--- config.mk ---
export PLATFORM = sky130hd
export DESIGN_NAME = part_cordic
export DESIGN_NICKNAME = d
export VERILOG_FILES = /design/src/rtl/core/part_pkg.sv /design/src/rtl/core/part_cordic.sv
export SDC_FILE = /design/constraint.sdc
export NUM_CORES = 2
export LEC_CHECK = 0
export ABC_AREA = 0
export BUFFER_PORTS_ARGS = -buffer_cell sky130_fd_sc_hd__buf_2
export CORE_ASPECT_RATIO = 1.5
export CORE_MARGIN = 10
export CORE_UTILIZATION = 43
export CTS_BUF_LIST = sky130_fd_sc_hd__clkbuf_2
export DETAILED_ROUTE_END_ITERATION = 16
export SYNTH_ARGS = -nofsm -noshare
export SYNTH_HDL_FRONTEND = slang
export SYNTH_SLANG_ARGS = --single-unit
--- constraint.sdc ---
create_clock -name clk -period 8.7 [get_ports clk]
set_input_delay 0.435 -clock clk [delete_from_list [all_inputs] [get_ports clk]]
set_output_delay 0.435 -clock clk [all_outputs]
set_load 0.01 [all_outputs]
--- src/rtl/core/part_pkg.sv ---
// Shared types and constants for the point axis rotate/translate block.
// Request/result structs, opcodes, CORDIC arctangent table and gain.
// No dependencies.
`timescale 1ns / 1ps
`default_nettype none

package part_pkg;

  // Operation codes carried in each request
  typedef enum logic [1:0] {
    OP_ROT_X = 2'd0,
    OP_ROT_Y = 2'd1,
    OP_ROT_Z = 2'd2,
    OP_MOVE  = 2'd3
  } opcode_t;

  // One input request
  typedef struct packed {
    opcode_t            opcode;
    logic signed [31:0] point_x;
    logic signed [31:0] point_y;
    logic signed [31:0] point_z;
    logic signed [31:0] center_x;
    logic signed [31:0] center_y;
    logic signed [31:0] center_z;
    logic [15:0]        turn_angle;
  } in_req_t;

  // One result
  typedef struct packed {
    logic signed [31:0] result_x;
    logic signed [31:0] result_y;
    logic signed [31:0] result_z;
  } out_res_t;

  // Data that rides alongside the sine/cosine pipeline.
  // rel_a/rel_b: the two relative coordinates in the rotation plane.
  typedef struct packed {
    opcode_t            opcode;
    logic signed [32:0] rel_a;
    logic signed [32:0] rel_b;
    logic signed [31:0] point_x;
    logic signed [31:0] point_y;
    logic signed [31:0] point_z;
    logic signed [31:0] center_x;
    logic signed [31:0] center_y;
    logic signed [31:0] center_z;
  } side_t;

  // CORDIC datapath width (x/y in Q2.30 with headroom, z as binary angle)
  localparam int CORDIC_W = 34;

  // Gain-compensated start value, 0.6072529350 in Q2.30
  localparam logic signed [CORDIC_W-1:0] GAIN_Q30 = 34'sd652032874;

  // Unit value in Q2.30
  localparam logic signed [CORDIC_W-1:0] ONE_Q30 = 34'sd1073741824;

  // Arctangent of 2^-i as a 32-bit binary angle
  localparam int ARC_ENTRIES = 24;
  localparam logic [31:0] ARC_TABLE [ARC_ENTRIES] = '{
    32'h20000000, 32'h12E4051E, 32'h09FB385B, 32'h051111D4,
    32'h028B0D43, 32'h0145D7E1, 32'h00A2F61E, 32'h00517C55,
    32'h0028BE53, 32'h00145F2F, 32'h000A2F98, 32'h000517CC,
    32'h00028BE6, 32'h000145F3, 32'h0000A2FA, 32'h0000517D,
    32'h000028BE, 32'h0000145F, 32'h00000A30, 32'h00000518,
    32'h0000028C, 32'h00000146, 32'h000000A3, 32'h00000051
  };

endpackage

`default_nettype wire

--- src/rtl/core/part_cordic.sv ---
// Pipelined CORDIC sine/cosine with quadrant fold-out, one stage per rotation.
// Input: 16-bit binary angle. Output: clamped Q2.30 cosine and sine.
// Depends on part_pkg.
`timescale 1ns / 1ps
`default_nettype none

module part_cordic #(
  parameter int STAGES = 16
) (
  input  logic               clk,
  input  logic               rst_n,
  input  logic               in_valid,
  input  logic [15:0]        in_angle,
  output logic               out_valid,
  output logic signed [31:0] out_cos,
  output logic signed [31:0] out_sin
);

  localparam int W = part_pkg::CORDIC_W;

  logic                v_r    [STAGES];
  logic [1:0]          quad_r [STAGES];
  logic signed [W-1:0] x_r    [STAGES];
  logic signed [W-1:0] y_r    [STAGES];
  logic signed [W-1:0] z_r    [STAGES];

  // Micro-rotation stages
  for (genvar i = 0; i < STAGES; i++) begin : g_stage
    logic                v_in;
    logic [1:0]          q_in;
    logic signed [W-1:0] x_in;
    logic signed [W-1:0] y_in;
    logic signed [W-1:0] z_in;
    logic signed [W-1:0] dx;
    logic signed [W-1:0] dy;
    logic signed [W-1:0] arc;

    if (i == 0) begin : g_first
      assign v_in = in_valid;
      assign q_in = in_angle[15:14];
      assign x_in = part_pkg::GAIN_Q30;
      assign y_in = '0;
      assign z_in = $signed({{(W-30){1'b0}}, in_angle[13:0], 16'b0});
    end else begin : g_next
      assign v_in = v_r[i-1];
      assign q_in = quad_r[i-1];
      assign x_in = x_r[i-1];
      assign y_in = y_r[i-1];
      assign z_in = z_r[i-1];
    end

    assign dx  = y_in >>> i;
    assign dy  = x_in >>> i;
    assign arc = $signed({{(W-32){1'b0}}, part_pkg::ARC_TABLE[i]});

    always_ff @(posedge clk) begin
      if (!rst_n) begin
        v_r[i] <= 1'b0;
      end else begin
        v_r[i] <= v_in;
      end
      quad_r[i] <= q_in;
      // rotate toward zero residual angle
      if (!z_in[W-1]) begin
        x_r[i] <= x_in - dx;
        y_r[i] <= y_in + dy;
        z_r[i] <= z_in - arc;
      end else begin
        x_r[i] <= x_in + dx;
        y_r[i] <= y_in - dy;
        z_r[i] <= z_in + arc;
      end
    end
  end

  // Clamp to unit range
  logic signed [31:0] xc;
  logic signed [31:0] yc;
  logic signed [31:0] cos_nxt;
  logic signed [31:0] sin_nxt;

  always_comb begin
    if (x_r[STAGES-1] > part_pkg::ONE_Q30) begin
      xc = part_pkg::ONE_Q30[31:0];
    end else if (x_r[STAGES-1] < -part_pkg::ONE_Q30) begin
      xc = -part_pkg::ONE_Q30[31:0];
    end else begin
      xc = x_r[STAGES-1][31:0];
    end
    if (y_r[STAGES-1] > part_pkg::ONE_Q30) begin
      yc = part_pkg::ONE_Q30[31:0];
    end else if (y_r[STAGES-1] < -part_pkg::ONE_Q30) begin
      yc = -part_pkg::ONE_Q30[31:0];
    end else begin
      yc = y_r[STAGES-1][31:0];
    end
  end

  // Quadrant fold-out
  always_comb begin
    unique case (quad_r[STAGES-1])
      2'd0: begin
        cos_nxt = xc;
        sin_nxt = yc;
      end
      2'd1: begin
        cos_nxt = -yc;
        sin_nxt = xc;
      end
      2'd2: begin
        cos_nxt = -xc;
        sin_nxt = -yc;
      end
      default: begin
        cos_nxt = yc;
        sin_nxt = -xc;
      end
    endcase
  end

  always_ff @(posedge clk) begin
    if (!rst_n) begin
      out_valid <= 1'b0;
    end else begin
      out_valid <= v_r[STAGES-1];
    end
    out_cos <= cos_nxt;
    out_sin <= sin_nxt;
  end

  // Checks
  localparam logic signed [31:0] UNIT = 32'sd1073741824;

  a_cos_range: assert property (@(posedge clk) disable iff (!rst_n)
    out_valid |-> (out_cos <= UNIT && out_cos >= -UNIT))
    else $error("cosine outside unit range");

  a_sin_range: assert property (@(posedge clk) disable iff (!rst_n)
    out_valid |-> (out_sin <= UNIT && out_sin >= -UNIT))
    else $error("sine outside unit range");

  a_valid_origin: assert property (@(posedge clk) disable iff (!rst_n)
    out_valid |-> $past(in_valid, STAGES + 1))
    else $error("sine/cosine valid without a request");

endmodule

`default_nettype wire

==> results.tsv <==
stage	metric	value	unit
logic_synthesis	synthCells	12700	
global_routing	grt_pass1_vias	95200	
logic_synthesis	syn_area	107000	µm²
route	first_iter_violations	3918	
cts	numCtsBuffers	380	
logic_synthesis	synth_area_leaders	dfxtp_1 28%, ha_1 16%, xnor2_1 9.4%	
timing	worst_pin_slew	1.56	ns
floorplan	io_pins	84	
timing	setup_viol	0	
worst_hold_path	hold_start	quad_r[1][0]	
timing	max-slew-margin-rel	-5.22	%
logic_synthesis	ys_seq_area_share	27.8	%
setup_path	start_kind	flop	
floorplan	die-area	271000	µm²
setup_path	path_max_fanout	4	
setup_path	r2r_start	y_r[7][17]	
timing	min_period	6.11	ns
setup_path	cp-startpoint	y_r[7][17]	
floorplan	die_x	428	µm
logic_synthesis	yosysMostFrequentCell	dfxtp_1	
logic_synthesis	avgSynthCellArea	8.44	µm²
route	num_vias	93200	
route	viasPerCell	5.58	
global_routing	grt_max_degree	84	
cts	cts_tree	built	
timing	tns	0	ns
route	drc	0	
finish	drive_above_1_share	6.97	%
placed_design	io_buffers	83	
cts	clock_path_buffers	4	
logic_synthesis	synth-edff-count	0	
cts	clk_latency	1.75	ns
cts	root_buffer	clkbuf_2	
timing	period_share	70.3	%
floorplan	core_area	249000	µm²
logic_synthesis	synth-main-ff-cell	dfxtp_1	
worst_hold_path	holdCritPathClass	reg2reg	
logic_synthesis	synth-warning-count	0	
cts	hold_buffers	54	
logic_synthesis	yosysTopAreaCellShare	27.8	%
logic_synthesis	synth_nets	14100	
finish	n_fill_cell	24500	
setup_path	critPathCaptureType	flop	
floorplan	die_y	632	µm
setup_path	crit_slowest_cell	nor4_2	
setup_path	cp_num_buf_inv	0	
global_routing	grt_overflow_total	0	
finish	final_nets	14500	
setup_path	worstPathArrival	7.60	ns
timing	slew_violations	3	
global_routing	grt.total_usage	24.6	%
job	maxCapViolations	2	
route	routed_wl	348000	µm
placed_design	dpl.hpwl	288000	µm
cts	cts_post_setup_buffers_inserted	0	
placed_design	place_area	112000	µm²
logic_synthesis	synth_cell_types	105	
logic_synthesis	synth_common_cells	1,494 x dfxtp_1, 1,334 x ha_1, 1,294 x a21oi_1	
setup_path	cp_slowest_stage_delay	0.76	ns
global_routing	grt_pass1_wl	527000	µm
setup_path	cp_cell_sequence	nor2_1 -> nor4b_1 -> nand2_1 -> nor3_1 -> nand2b_1 -> nor4_2 -> nor2_1 -> xnor2_1 -> ha_1 -> and3_1 -> a221oi_1 -> o21ai_0 -> a211oi_1 -> o21ai_0 -> a21o_1 -> nor4_1 -> o31ai_1 -> o41ai_1 -> xnor2_1	
cts	cts_max_level	5	
floorplan	rows	224	
route	wl_per_cell	20.8	µm
route	first_pass_iters	6	
logic_synthesis	synth_top_area_cell	dfxtp_1	
timing	grt_setup_unrepaired	no	
setup_path	crit_type	reg2reg	
placed_design	gp_congestion	1.01	
status	violations	max-capacitance violations, max-slew violations	
setup_path	crit_family	simple AND/OR/NAND/NOR gates	
setup_path	cp.required	10.19	ns
cts	cts.clk_slew.worst_paths	0.12	ns
cts	cts.sinks	1494	
logic_synthesis	synthArstFlopShare	0	%
cts	cts_resized	0	
timing	max_freq	0.164	GHz
global_routing	antenna_found_initial	9	
finish	synthToLayoutAreaGrowth	7.87	%
timing	worst_clock_skew	0.202	ns
finish	fin_area	116000	µm²
route	ant_nets	0	
floorplan	initial_core_util	43.2	%
status	status	finished, violations left	
timing	finalHoldViolations	0	
logic_synthesis	synth_seq_cells	1494	
logic make-up (layout without fill, tap and decap cells):
group                    Yosys count  in the layout  synth area share [%]
AND/OR/NAND/NOR                 3446           3446                  15.2
AO/OA/AOI/OAI                   3776           3776                  22.5
multiplexers                     131            131                  1.29
other                              0             12                     0
buffers and inverters            782           1453                  2.76
adder cells (fa/ha/maj)         1372           1372                  16.2
XOR/XNOR                        1739           1739                  14.2
flip-flops                      1494           1494                  27.8
cells in the final DEF (no fill, tap or decap), drive strengths merged, types with 45 or more instances in the layout:
cell type    synthesis  final
o21ai              662    662
xor2               584    584
or3                 94     94
o41ai               45     45
o31ai               81     81
dlygate4sd3          0     54
ha                1334   1334
nor2              1273   1273
nor2b              150    150
o21a               255    255
nand2b             211    211
nor3               371    371
nand3              184    184
dfxtp             1494   1494
and3               111    111
nor4                76     76
xnor2             1154   1154
a211oi             125    125
buf                 46    177
clkinv               2    112
a31oi              120    120
nand2              650    650
clkbuf             158    511
o31a                46     46
o21bai             167    167
nand4               56     56
mux2i               80     80
mux2                50     50
inv                576    584
a21boi              56     56
and2               107    107
a21o               560    560
a21oi             1295   1295
final timing paths:
path                       end  slack, ns  cells past startpoint
hold / removal    quad_r[1][2]       0.33                      0
setup reg to reg    x_r[7][66]       2.59                     19
hold reg to reg   quad_r[1][2]       0.33                      0
setup / recovery    x_r[7][66]       2.59                     19
sequential cells by signal, summed over array words and instances, names as in the netlist:
signal,flops
y_r,477
x_r,475
z_r,429
out_cos,32
out_sin,32
quad_r,32
v_r,16
out_valid,1
metrics by stage:
stage               setup WS (ns)  util [%]  hold WS (ns)  instances
global placement             2.24      45.0         0.313      16000
floorplan                    4.09         -         0.310      12700
global route                 2.09      46.6         0.339      16700
finish                       2.59      46.6         0.326      16700
CTS                          2.70      46.6         0.242      16700
detailed placement           2.77      45.0         0.312      16000
final cells by class:
type / instances / area, µm² / share of cell area [%]
Antenna cell: 12 / 30.0 / 0.0259
Clock buffer: 511 / 2560 / 2.21
Clock inverter: 133 / 821 / 0.708
Inverter: 578 / 2170 / 1.87
Multi-Input combinational cell: 10500 / 74600 / 64.4
Sequential cell: 1494 / 29900 / 25.8
Tap cell: 3277 / 4100 / 3.54
Timing Repair Buffer: 231 / 1670 / 1.44
metal layers:
| metal | routed length (µm) | track usage (%) |
|---|---|---|
| met3 | 10900 | 3.24 |
| met5 | 30 | 0 |
| met2 | 193000 | 50.7 |
| met1 | 106000 | 19.2 |
| met4 | 37700 | 23.1 |
Power is left out: the tool's default activity adds up to more than one toggle a clock period on the data nets, which glitch-free logic cannot reach.
